**src/rtl/mep_pkg.sv**
```systemverilog
// ----------------------------------------------------------------------------
// mep_pkg - shared definitions for the Mandelbrot escape-time pixel engine
// Register map codes, reset values, queue sizing and the queue status word.
// ----------------------------------------------------------------------------
package mep_pkg;

  localparam int DATA_W  = 32;
  localparam int ADDR_W  = 4;
  localparam int COUNT_W = 16;

  // Register indexes, taken from paddr[3:2]
  localparam logic [1:0] REG_ROWS    = 2'd0;
  localparam logic [1:0] REG_COLUMNS = 2'd1;
  localparam logic [1:0] REG_LIMIT   = 2'd2;

  localparam int ROWS_RESET    = 24;
  localparam int COLUMNS_RESET = 80;
  localparam int LIMIT_RESET   = 256;

  localparam int Q_DEPTH = 2;
  localparam int Q_PTR_W = (Q_DEPTH > 1) ? $clog2(Q_DEPTH) : 1;
  localparam int Q_CNT_W = $clog2(Q_DEPTH + 1);

  typedef struct packed {
    logic empty;
    logic full;
  } mep_qstat_t;

endpackage

```
**src/rtl/mandelbrot_escape_pixel.sv**
```systemverilog
// ----------------------------------------------------------------------------
// mandelbrot_escape_pixel - escape-time test for one pixel of an image
// Maps a pixel to the point c and counts Mandelbrot iterations until escape.
// ----------------------------------------------------------------------------
// Usage: a pixel word (row, column) enters on the in_ channel and one result
// word (in_set, escape_count) leaves on the out_ channel, in order. A word
// moves when valid is high and stall is low. Image size and iteration limit
// sit in three APB registers at 0x0, 0x4 and 0x8; write them only while no
// pixel is in flight.
// Flow: the front end maps a pixel at one restoring-divider bit per cycle,
// then hands it over in a separate step, keeping in_stall high until the
// point has passed into a two-entry queue. The back end runs each radius
// test as a magnitude step, the four partial product steps of its shared
// multipliers, a test step and, unless the point is finished, an update
// step. A point that escapes needs escape_count + 1 tests, one that reaches
// the limit escape_count tests.
// Reset clears the state machines, queue pointers and out_valid and loads
// 24 rows, 80 columns and a limit of 256. A stalled result word is held in
// the output register; the back end waits in its finish step, and once the
// queue is full the front end holds its mapped pixel with in_stall high.
// ----------------------------------------------------------------------------
module mandelbrot_escape_pixel #(
  parameter int FRAC_BITS = 28,
  parameter int DIM_BITS  = 12
) (
  input  logic                          clk,
  input  logic                          rst_n,
  input  logic                          in_valid,
  output logic                          in_stall,
  input  logic [DIM_BITS-1:0]           in_pixel_row,
  input  logic [DIM_BITS-1:0]           in_pixel_column,
  output logic                          out_valid,
  input  logic                          out_stall,
  output logic                          out_in_set,
  output logic [mep_pkg::COUNT_W-1:0]   out_escape_count,
  input  logic                          psel,
  input  logic                          penable,
  input  logic                          pwrite,
  input  logic [mep_pkg::ADDR_W-1:0]    paddr,
  input  logic [mep_pkg::DATA_W-1:0]    pwdata,
  output logic [mep_pkg::DATA_W-1:0]    prdata,
  output logic                          pready
);

  localparam int W   = FRAC_BITS + 4;
  localparam int DMW = DIM_BITS + 1;
  localparam int DTW = mep_pkg::DATA_W;
  localparam int CNW = mep_pkg::COUNT_W;

  logic [DMW-1:0]        rows_r, columns_r;
  logic [CNW-1:0]        limit_r;
  logic [1:0]            reg_sel;
  logic                  reg_write;
  mep_pkg::mep_qstat_t   q_stat;
  logic                  q_push, q_pop;
  logic [2*W-1:0]        q_push_data, q_pop_data;

  assign pready    = 1'b1;
  assign reg_sel   = paddr[mep_pkg::ADDR_W-1:2];
  assign reg_write = psel && penable && pwrite && pready;

  always_ff @(posedge clk) begin
    if (!rst_n) begin
      rows_r    <= DMW'(mep_pkg::ROWS_RESET);
      columns_r <= DMW'(mep_pkg::COLUMNS_RESET);
      limit_r   <= CNW'(mep_pkg::LIMIT_RESET);
    end else if (reg_write) begin
      case (reg_sel)
        mep_pkg::REG_ROWS:    rows_r    <= pwdata[DMW-1:0];
        mep_pkg::REG_COLUMNS: columns_r <= pwdata[DMW-1:0];
        mep_pkg::REG_LIMIT:   limit_r   <= pwdata[CNW-1:0];
        default: begin
        end
      endcase
    end
  end

  always_comb begin
    case (reg_sel)
      mep_pkg::REG_ROWS:    prdata = DTW'(rows_r);
      mep_pkg::REG_COLUMNS: prdata = DTW'(columns_r);
      mep_pkg::REG_LIMIT:   prdata = DTW'(limit_r);
      default:              prdata = '0;
    endcase
  end

  mep_front #(
    .FRAC_BITS (FRAC_BITS),
    .DIM_BITS  (DIM_BITS)
  ) u_front (
    .clk             (clk),
    .rst_n           (rst_n),
    .in_valid        (in_valid),
    .in_stall        (in_stall),
    .in_pixel_row    (in_pixel_row),
    .in_pixel_column (in_pixel_column),
    .image_rows      (rows_r),
    .image_columns   (columns_r),
    .q_stat          (q_stat),
    .q_push          (q_push),
    .q_data          (q_push_data)
  );

  mep_queue #(
    .DW (2*W)
  ) u_queue (
    .clk       (clk),
    .rst_n     (rst_n),
    .push      (q_push),
    .push_data (q_push_data),
    .pop       (q_pop),
    .pop_data  (q_pop_data),
    .stat      (q_stat)
  );

  mep_back #(
    .FRAC_BITS (FRAC_BITS)
  ) u_back (
    .clk              (clk),
    .rst_n            (rst_n),
    .q_stat           (q_stat),
    .q_pop            (q_pop),
    .q_data           (q_pop_data),
    .iteration_limit  (limit_r),
    .out_valid        (out_valid),
    .out_stall        (out_stall),
    .out_in_set       (out_in_set),
    .out_escape_count (out_escape_count)
  );

endmodule

```
**src/rtl/mep_queue.sv**
```systemverilog
// ----------------------------------------------------------------------------
// mep_queue - short queue of prepared points between front and back end
// Holds the saturated real and imaginary parts of c for pending pixels.
// ----------------------------------------------------------------------------
module mep_queue #(
  parameter int DW = 64
) (
  input  logic                clk,
  input  logic                rst_n,
  input  logic                push,
  input  logic [DW-1:0]       push_data,
  input  logic                pop,
  output logic [DW-1:0]       pop_data,
  output mep_pkg::mep_qstat_t stat
);

  logic [DW-1:0]                   entry_r [mep_pkg::Q_DEPTH];
  logic [mep_pkg::Q_PTR_W-1:0]     wptr_r, wptr_nxt;
  logic [mep_pkg::Q_PTR_W-1:0]     rptr_r, rptr_nxt;
  logic [mep_pkg::Q_CNT_W-1:0]     count_r, count_nxt;
  logic                            do_push, do_pop;

  localparam logic [mep_pkg::Q_PTR_W-1:0] LAST_PTR =
    mep_pkg::Q_PTR_W'(mep_pkg::Q_DEPTH - 1);
  localparam logic [mep_pkg::Q_CNT_W-1:0] FULL_CNT =
    mep_pkg::Q_CNT_W'(mep_pkg::Q_DEPTH);

  assign stat.empty = (count_r == '0);
  assign stat.full  = (count_r == FULL_CNT);
  assign do_push    = push && !stat.full;
  assign do_pop     = pop && !stat.empty;
  assign pop_data   = entry_r[rptr_r];

  always_comb begin
    wptr_nxt  = wptr_r;
    rptr_nxt  = rptr_r;
    count_nxt = count_r;
    if (do_push) begin
      wptr_nxt = (wptr_r == LAST_PTR) ? '0 : wptr_r + 1'b1;
    end
    if (do_pop) begin
      rptr_nxt = (rptr_r == LAST_PTR) ? '0 : rptr_r + 1'b1;
    end
    if (do_push && !do_pop) begin
      count_nxt = count_r + 1'b1;
    end else if (do_pop && !do_push) begin
      count_nxt = count_r - 1'b1;
    end
  end

  always_ff @(posedge clk) begin
    if (!rst_n) begin
      wptr_r  <= '0;
      rptr_r  <= '0;
      count_r <= '0;
    end else begin
      wptr_r  <= wptr_nxt;
      rptr_r  <= rptr_nxt;
      count_r <= count_nxt;
    end
  end

  always_ff @(posedge clk) begin
    if (do_push) begin
      entry_r[wptr_r] <= push_data;
    end
  end

`ifndef NO_ASSERTIONS
  a_count_bound: assert property (@(posedge clk) disable iff (!rst_n)
    count_r <= FULL_CNT)
    else $error("queue fill count beyond depth");
`endif

endmodule

```
**src/rtl/mep_front.sv**
```systemverilog
// ----------------------------------------------------------------------------
// mep_front - pixel intake and coordinate mapping
// Accepts a pixel word and maps row and column to the point c by two
// restoring dividers running side by side, one quotient bit per cycle.
// ----------------------------------------------------------------------------
module mep_front #(
  parameter int FRAC_BITS = 28,
  parameter int DIM_BITS  = 12
) (
  input  logic                          clk,
  input  logic                          rst_n,
  input  logic                          in_valid,
  output logic                          in_stall,
  input  logic [DIM_BITS-1:0]           in_pixel_row,
  input  logic [DIM_BITS-1:0]           in_pixel_column,
  input  logic [DIM_BITS:0]             image_rows,
  input  logic [DIM_BITS:0]             image_columns,
  input  mep_pkg::mep_qstat_t           q_stat,
  output logic                          q_push,
  output logic [2*(FRAC_BITS+4)-1:0]    q_data
);

  localparam int W  = FRAC_BITS + 4;
  localparam int DW = DIM_BITS + 1;
  localparam int NB = DIM_BITS + 1 + FRAC_BITS;
  localparam int CW = $clog2(NB + 1);

  // 1.5 and 1.0 in the quotient's scale, and the largest Q4 value
  localparam logic [NB:0] OFF_RE = {{(NB-FRAC_BITS){1'b0}}, 2'b11, {(FRAC_BITS-1){1'b0}}};
  localparam logic [NB:0] OFF_IM = {{(NB-FRAC_BITS){1'b0}}, 1'b1, {FRAC_BITS{1'b0}}};
  localparam logic [NB:0] QMAX   = {{(NB+2-W){1'b0}}, {(W-1){1'b1}}};

  typedef enum logic [2:0] {
    FE_IDLE = 3'b001,
    FE_DIV  = 3'b010,
    FE_PUSH = 3'b100
  } fe_state_t;

  fe_state_t         state_r, state_nxt;
  logic [NB-1:0]     quo_r   [2];
  logic [NB-1:0]     quo_nxt [2];
  logic [DW-1:0]     rem_r   [2];
  logic [DW-1:0]     rem_nxt [2];
  logic [DW-1:0]     div_r   [2];
  logic [DW:0]       trial   [2];
  logic [DW:0]       diff    [2];
  logic signed [NB:0] shifted [2];
  logic [W-1:0]      coord   [2];
  logic [CW-1:0]     count_r;
  logic              accept;

  assign in_stall = (state_r != FE_IDLE);
  assign accept   = in_valid && (state_r == FE_IDLE);
  assign q_push   = (state_r == FE_PUSH) && !q_stat.full;
  assign q_data   = {coord[0], coord[1]};

  // Lane 0 carries the column (real part), lane 1 the row (imaginary part).
  always_comb begin
    for (int i = 0; i < 2; i++) begin
      trial[i] = {rem_r[i], quo_r[i][NB-1]};
      diff[i]  = trial[i] - {1'b0, div_r[i]};
      if (trial[i] >= {1'b0, div_r[i]}) begin
        rem_nxt[i] = diff[i][DW-1:0];
        quo_nxt[i] = {quo_r[i][NB-2:0], 1'b1};
      end else begin
        rem_nxt[i] = trial[i][DW-1:0];
        quo_nxt[i] = {quo_r[i][NB-2:0], 1'b0};
      end
    end
  end

  // The quotient is never negative and the offsets are at most 1.5, so only
  // the upper bound of the Q4 range can be exceeded.
  always_comb begin
    shifted[0] = $signed({1'b0, quo_r[0]} - OFF_RE);
    shifted[1] = $signed({1'b0, quo_r[1]} - OFF_IM);
    for (int i = 0; i < 2; i++) begin
      if (shifted[i] > $signed(QMAX)) begin
        coord[i] = QMAX[W-1:0];
      end else begin
        coord[i] = shifted[i][W-1:0];
      end
    end
  end

  always_comb begin
    state_nxt = state_r;
    case (state_r)
      FE_IDLE: begin
        if (accept) begin
          state_nxt = FE_DIV;
        end
      end
      FE_DIV: begin
        if (count_r == CW'(1)) begin
          state_nxt = FE_PUSH;
        end
      end
      FE_PUSH: begin
        if (!q_stat.full) begin
          state_nxt = FE_IDLE;
        end
      end
      default: state_nxt = FE_IDLE;
    endcase
  end

  always_ff @(posedge clk) begin
    if (!rst_n) begin
      state_r <= FE_IDLE;
    end else begin
      state_r <= state_nxt;
    end
  end

  always_ff @(posedge clk) begin
    if (accept) begin
      quo_r[0] <= NB'({in_pixel_column, 1'b0}) << FRAC_BITS;
      quo_r[1] <= NB'({in_pixel_row, 1'b0}) << FRAC_BITS;
      rem_r[0] <= '0;
      rem_r[1] <= '0;
      div_r[0] <= (image_columns == '0) ? DW'(1) : image_columns;
      div_r[1] <= (image_rows == '0) ? DW'(1) : image_rows;
      count_r  <= CW'(NB);
    end else if (state_r == FE_DIV) begin
      quo_r[0] <= quo_nxt[0];
      quo_r[1] <= quo_nxt[1];
      rem_r[0] <= rem_nxt[0];
      rem_r[1] <= rem_nxt[1];
      count_r  <= count_r - 1'b1;
    end
  end

endmodule

```
**src/rtl/mep_back.sv**
```systemverilog
// ----------------------------------------------------------------------------
// mep_back - escape-time iteration engine
// Iterates z = z*z + c on one point at a time. The three products are built
// by accumulating half-width partial products, then the radius test,
// counter check and update follow.
// ----------------------------------------------------------------------------
module mep_back #(
  parameter int FRAC_BITS = 28
) (
  input  logic                               clk,
  input  logic                               rst_n,
  input  mep_pkg::mep_qstat_t                q_stat,
  output logic                               q_pop,
  input  logic [2*(FRAC_BITS+4)-1:0]         q_data,
  input  logic [mep_pkg::COUNT_W-1:0]        iteration_limit,
  output logic                               out_valid,
  input  logic                               out_stall,
  output logic                               out_in_set,
  output logic [mep_pkg::COUNT_W-1:0]        out_escape_count
);

  localparam int W   = FRAC_BITS + 4;
  localparam int H   = (W + 1) / 2;
  localparam int HW2 = 2 * H;
  localparam int PW  = 4 * H;
  localparam int RW  = PW + 2;
  localparam int SHW = $clog2(PW);

  localparam logic [PW:0] RAD =
    {{(PW-2*FRAC_BITS-2){1'b0}}, 1'b1, {(2*FRAC_BITS+2){1'b0}}};
  localparam logic signed [RW-1:0] QMAX_R = {{(RW-W+1){1'b0}}, {(W-1){1'b1}}};
  localparam logic signed [RW-1:0] QMIN_R = {{(RW-W+1){1'b1}}, {(W-1){1'b0}}};

  typedef enum logic [5:0] {
    BE_IDLE = 6'b000001,
    BE_MAG  = 6'b000010,
    BE_MUL  = 6'b000100,
    BE_CHK  = 6'b001000,
    BE_UPD  = 6'b010000,
    BE_DONE = 6'b100000
  } be_state_t;

  be_state_t                   state_r, state_nxt;
  logic signed [W-1:0]         cr_r, ci_r, x_r, y_r;
  logic [HW2-1:0]              mx_r, my_r;
  logic                        neg_r;
  logic [PW-1:0]               acc_xx_r, acc_yy_r, acc_xy_r;
  logic [1:0]                  k_r;
  logic signed [RW-1:0]        re_r, im_r;
  logic [mep_pkg::COUNT_W-1:0] n_r, n_inc;
  logic                        out_valid_r, out_in_set_r;
  logic [mep_pkg::COUNT_W-1:0] out_count_r;

  logic [H-1:0]                xa, xb, ya, yb;
  logic [HW2-1:0]              pxx, pyy, pxy;
  logic [SHW-1:0]              sh;
  logic [PW:0]                 rad_sum;
  logic                        in_radius, below_limit, finish, out_free;
  logic [W-1:0]                ux, uy;
  logic signed [RW-1:0]        re_diff, im_mag, im_sgn;
  logic signed [RW-1:0]        im_dbl, re_sum, im_sum;

  function automatic logic signed [W-1:0] sat_q(input logic signed [RW-1:0] v);
    logic signed [W-1:0] r;
    if (v > QMAX_R) begin
      r = QMAX_R[W-1:0];
    end else if (v < QMIN_R) begin
      r = QMIN_R[W-1:0];
    end else begin
      r = v[W-1:0];
    end
    return r;
  endfunction

  assign out_valid        = out_valid_r;
  assign out_in_set       = out_in_set_r;
  assign out_escape_count = out_count_r;
  assign out_free         = !out_valid_r || !out_stall;
  assign q_pop            = (state_r == BE_IDLE) && !q_stat.empty;

  // Magnitudes of the current z, taken apart into halves for the multipliers
  assign ux = x_r[W-1] ? (~$unsigned(x_r) + 1'b1) : $unsigned(x_r);
  assign uy = y_r[W-1] ? (~$unsigned(y_r) + 1'b1) : $unsigned(y_r);

  assign xa  = k_r[1] ? mx_r[HW2-1:H] : mx_r[H-1:0];
  assign xb  = k_r[0] ? mx_r[HW2-1:H] : mx_r[H-1:0];
  assign ya  = k_r[1] ? my_r[HW2-1:H] : my_r[H-1:0];
  assign yb  = k_r[0] ? my_r[HW2-1:H] : my_r[H-1:0];
  assign pxx = HW2'(xa) * HW2'(xb);
  assign pyy = HW2'(ya) * HW2'(yb);
  assign pxy = HW2'(xa) * HW2'(yb);

  always_comb begin
    case (k_r)
      2'd0:    sh = '0;
      2'd3:    sh = SHW'(HW2);
      default: sh = SHW'(H);
    endcase
  end

  // Radius test and counter check on the finished products
  assign rad_sum     = {1'b0, acc_xx_r} + {1'b0, acc_yy_r};
  assign in_radius   = (rad_sum < RAD);
  assign n_inc       = n_r + 1'b1;
  assign below_limit = (n_inc < iteration_limit);
  assign finish      = !in_radius || !below_limit;
  assign re_diff     = $signed(RW'(acc_xx_r) - RW'(acc_yy_r));
  assign im_mag      = $signed(RW'(acc_xy_r));
  assign im_sgn      = neg_r ? -im_mag : im_mag;

  // Rounding toward minus infinity is the arithmetic shift itself.
  assign im_dbl = {im_r[RW-2:0], 1'b0};
  assign re_sum = (re_r >>> FRAC_BITS) + RW'(cr_r);
  assign im_sum = (im_dbl >>> FRAC_BITS) + RW'(ci_r);

  always_comb begin
    state_nxt = state_r;
    case (state_r)
      BE_IDLE: begin
        if (!q_stat.empty) begin
          state_nxt = BE_MAG;
        end
      end
      BE_MAG:  state_nxt = BE_MUL;
      BE_MUL: begin
        if (k_r == 2'd3) begin
          state_nxt = BE_CHK;
        end
      end
      BE_CHK:  state_nxt = finish ? BE_DONE : BE_UPD;
      BE_UPD:  state_nxt = BE_MAG;
      BE_DONE: begin
        if (out_free) begin
          state_nxt = BE_IDLE;
        end
      end
      default: state_nxt = BE_IDLE;
    endcase
  end

  always_ff @(posedge clk) begin
    if (!rst_n) begin
      state_r     <= BE_IDLE;
      out_valid_r <= 1'b0;
    end else begin
      state_r <= state_nxt;
      if (state_r == BE_DONE && out_free) begin
        out_valid_r <= 1'b1;
      end else if (!out_stall) begin
        out_valid_r <= 1'b0;
      end
    end
  end

  always_ff @(posedge clk) begin
    case (state_r)
      BE_IDLE: begin
        cr_r <= $signed(q_data[2*W-1:W]);
        ci_r <= $signed(q_data[W-1:0]);
        x_r  <= '0;
        y_r  <= '0;
        n_r  <= '0;
      end
      BE_MAG: begin
        mx_r     <= HW2'(ux);
        my_r     <= HW2'(uy);
        neg_r    <= x_r[W-1] ^ y_r[W-1];
        acc_xx_r <= '0;
        acc_yy_r <= '0;
        acc_xy_r <= '0;
        k_r      <= '0;
      end
      BE_MUL: begin
        acc_xx_r <= acc_xx_r + (PW'(pxx) << sh);
        acc_yy_r <= acc_yy_r + (PW'(pyy) << sh);
        acc_xy_r <= acc_xy_r + (PW'(pxy) << sh);
        k_r      <= k_r + 1'b1;
      end
      BE_CHK: begin
        if (in_radius) begin
          n_r <= n_inc;
        end
        re_r <= re_diff;
        im_r <= im_sgn;
      end
      BE_UPD: begin
        x_r <= sat_q(re_sum);
        y_r <= sat_q(im_sum);
      end
      BE_DONE: begin
        if (out_free) begin
          out_in_set_r <= (n_r == iteration_limit);
          out_count_r  <= n_r;
        end
      end
      default: begin
      end
    endcase
  end

`ifndef NO_ASSERTIONS
  a_pop_nonempty: assert property (@(posedge clk) disable iff (!rst_n)
    q_pop |-> !q_stat.empty)
    else $error("pop from an empty queue");

  a_mul_length: assert property (@(posedge clk) disable iff (!rst_n)
    (state_r == BE_MUL && k_r == 2'd3) |=> (state_r == BE_CHK))
    else $error("partial product sequence did not end after four steps");

  a_acc_clear: assert property (@(posedge clk) disable iff (!rst_n)
    (state_r == BE_MAG) |=> (acc_xx_r == '0 && acc_yy_r == '0 && acc_xy_r == '0))
    else $error("accumulators not cleared before products");

  a_done_count: assert property (@(posedge clk) disable iff (!rst_n)
    (state_r == BE_DONE) |-> (n_r != '0))
    else $error("finished point with a zero count");

  a_out_source: assert property (@(posedge clk) disable iff (!rst_n)
    $rose(out_valid_r) |-> $past(state_r == BE_DONE))
    else $error("result word raised outside the finish step");
`endif

endmodule

```
**config.mk**
```make
export PLATFORM = sky130hd
export DESIGN_NAME = mandelbrot_escape_pixel
export DESIGN_NICKNAME = d
export VERILOG_FILES = /design/src/rtl/mep_pkg.sv /design/src/rtl/mandelbrot_escape_pixel.sv /design/src/rtl/mep_queue.sv /design/src/rtl/mep_front.sv /design/src/rtl/mep_back.sv
export SDC_FILE = /design/constraint.sdc
export NUM_CORES = 2
export LEC_CHECK = 0
export ABC_AREA = 1
export BUFFER_PORTS_ARGS = -buffer_cell sky130_fd_sc_hd__buf_4
export CORE_UTILIZATION = 65
export CTS_CLUSTER_SIZE = 28
export DETAILED_ROUTE_END_ITERATION = 6
export PLACE_DENSITY = 0.82
export SYNTH_ARGS = -nofsm -noshare
export SYNTH_HDL_FRONTEND = slang
export SYNTH_SLANG_ARGS = --single-unit
export TNS_END_PERCENT = 100
```
**constraint.sdc**
```tcl
create_clock -name clk -period 14.1 [get_ports clk]
set_input_delay 0 -clock clk [delete_from_list [all_inputs] [get_ports clk]]
set_output_delay 0 -clock clk [all_outputs]
set_load 0.02 [all_outputs]
```
==> impl_metrics.json <==
{
  "outcome": "complete, no violations",
  "grt_usage": 0.4303,
  "antenna_found_initial": 6,
  "fin_crit_sh": 0.7904,
  "synth.distinct_cells": 71,
  "gp_congestion": 1.090,
  "yosys.area.top_type": "edfxtp_1",
  "coreArea_um2": 131800,
  "final_common_cell": "nand2_1",
  "synth_edf_count": 757,
  "multi_input_area_um2": 54050,
  "cts_resized": 0,
  "rows": 133,
  "cp_max_fo": 42,
  "cts_buffers": 90,
  "grt_pass1_wl_mm": 446.1,
  "grt_max_degree": 130,
  "dr.pass1.iters": 6,
  "drt_iter0_markers": 10020,
  "slew_headroom": 0.1778,
  "slew_viol_final": 0,
  "fp.dieH_um": 366.8,
  "hold_viol_final": 0,
  "cts_tree": "yes",
  "crit_arrival_ps": 11640,
  "yosysWarnings": 0,
  "timing.rr.start": "u_back.k_r[0]",
  "cpMostUsedCell": "nand2_1",
  "htree_num_levels": 3,
  "final_net_count": 12830,
  "startpoint": "u_back.k_r[0]",
  "vias_per_cell": 6.123,
  "synth_flop_cell": "edfxtp_1",
  "synth_area_leaders": "edfxtp_1, fa_1, ha_1",
  "drc": 0,
  "fin_crit_ps": 11150,
  "setup_violations": 0,
  "grt.overflow.total": 0,
  "rsz0062_at_grt": "false",
  "ys_seq_area_frac": 0.2771,
  "cts.sinks": 819,
  "cpMaxStageDelayCell": "edfxtp_1",
  "crit_type": "flip-flop to flip-flop",
  "vias": 81160,
  "cts_max_path_buffers": 3,
  "post_cts_buffers": 0,
  "avgSynthCellArea_um2": 7.582,
  "startpoint_type": "flip-flop",
  "cts_root_buffer": "clkbuf_16",
  "synthCells": 11410,
  "avgRoutedWirePerCell_um": 22.12,
  "seq_area_um2": 23970,
  "worst-slew-pin-transition_ps": 1225,
  "critPathCaptureType": "flip-flop",
  "area_growth_pct": 6.812,
  "portBuffers": 83,
  "required_ps": 14600,
  "fmax_mhz": 89.73,
  "ys_async_sr_fraction": 0,
  "hold_start": "in_pixel_row[8]",
  "dieWidth_um": 366.8,
  "maxCapViolations": 0,
  "ant_nets": 0,
  "synth_seq_cells": 819,
  "dp_hpwl_mm": 228.4,
  "wl_mm": 293.1,
  "finalClockSkew_ps": 50.09,
  "io_pins": 119,
  "syn-cell-area_um2": 86510,
  "fillers": 10590,
  "min_path_type": "input pin to flip-flop",
  "cp_slowest_stage_delay_ps": 910,
  "drive_gt1_frac": 0.03793,
  "fin_setup_tns_ps": 0,
  "start_util": 0.6564,
  "clk_pin_slew_ps": 60,
  "die_area_um2": 134600,
  "insertion_delay_ps": 740,
  "synth_top_area_frac": 0.2628,
  "first_global_vias": 79260,
  "final_cell_mix": "nand2_1, inv_1, nor2_1, a21oi_1, edfxtp_1"
}
layout make-up:
class                   instances  share of cell area
well taps                    1755             0.02376
repair buffers                232             0.02045
clock inverters                53            0.006906
flip-flops and latches        819              0.2594
diodes                          4           0.0001083
inverters                    1934             0.07859
clock buffers                 112             0.02579
multi-input cells            8345              0.5850
cells by family (layout without fill, tap and decap cells):
kind of cell | count (synthesis) | count (layout) | share of synthesized area
fa+ha+maj | 1343 | 1343 | 0.2453
flops | 819 | 819 | 0.2771
buf+inv | 2261 | 2331 | 0.1001
other cells | 2 | 21 | 0.00008681
simple gates | 4579 | 4579 | 0.2122
compound gates | 2112 | 2112 | 0.1353
xor+xnor | 292 | 292 | 0.02965
mux | 2 | 2 | 0.0002314
registers in the layout, summed over array words and instances, names as in the netlist, 26 cells and up:
register	flops
u_queue.entry_r	128
u_front.rem_r	26
u_back.acc_xy_r	64
u_back.x_r	32
u_front.div_r	26
u_back.cr_r	32
u_back.ci_r	32
u_front.quo_r	82
u_back.im_r	38
u_back.acc_xx_r	64
u_back.mx_r	32
u_back.re_r	37
u_back.y_r	32
u_back.my_r	32
u_back.acc_yy_r	64
metal layers:
layer | global-route usage | part of all wire
met3 | 0.09338 | 0.11
met1 | 0.5378 | 0.37
met2 | 0.6741 | 0.44
met5 | 0.002493 | 0.00017
met4 | 0.2820 | 0.080
final timing paths:
path	to	slack, ps	depth (start not counted)
setup / recovery	u_back.acc_yy_r[63]	2950	43
hold / removal	u_front.quo_r[0][78]	90	4
setup reg to reg	u_back.acc_yy_r[63]	2950	43
hold reg to reg	u_front.div_r[0][5]	430	0
cells in the mapped netlist (all sizes together), types with 8 or more instances:
cell type	number
o21a	83
xnor2	80
buf	75
clkbuf	252
nand4	58
a31oi	84
o221ai	18
clkinv	16
dfxtp	62
o211ai	27
o2111ai	8
o21ai	704
fa	589
o22ai	30
a221oi	15
a21boi	19
nand2	2442
a211oi	14
a21o	62
nor2	1540
a21oi	963
nand3b	12
or2	25
inv	1918
xor2	212
o31ai	8
ha	754
nor3	135
nor4	62
nand3	287
edfxtp	757
o21bai	53
and3	9
stage by stage:
stage | utilization | setup slack [ps] | area, um2 | std cells | hold WS, ps
2_1_floorplan | - | 4463 | 86570 | 11430 | 130.4
3_3_place_gp | 0.6740 | 3541 | 88830 | 13030 | 262.0
3_5_place_dp | 0.6740 | 3333 | 88830 | 13030 | 268.7
4_1_cts | 0.7011 | 3290 | 92400 | 13250 | 54.03
5_1_grt | 0.7011 | 2231 | 92400 | 13250 | 87.53
6_report | 0.7011 | 2955 | 92410 | 13250 | 92.92
worst max-delay path: cells and delay by family (launching register included):
family          cells  cell delay (ps)
fa+ha+maj           8             3980
buf+inv            10             2040
simple gates       17             1950
compound gates      7             1720
flops               1              910
xor+xnor            1              280
repair_timing:
action | CTS | global route
endpoints found under the setup margin | 0 | 0
hold buffers | 54 | 0
endpoints found under the hold margin | 97 | 0
Power is left out: the tool's default activity adds up to more than one toggle a clock period on the data nets, which glitch-free logic cannot reach.
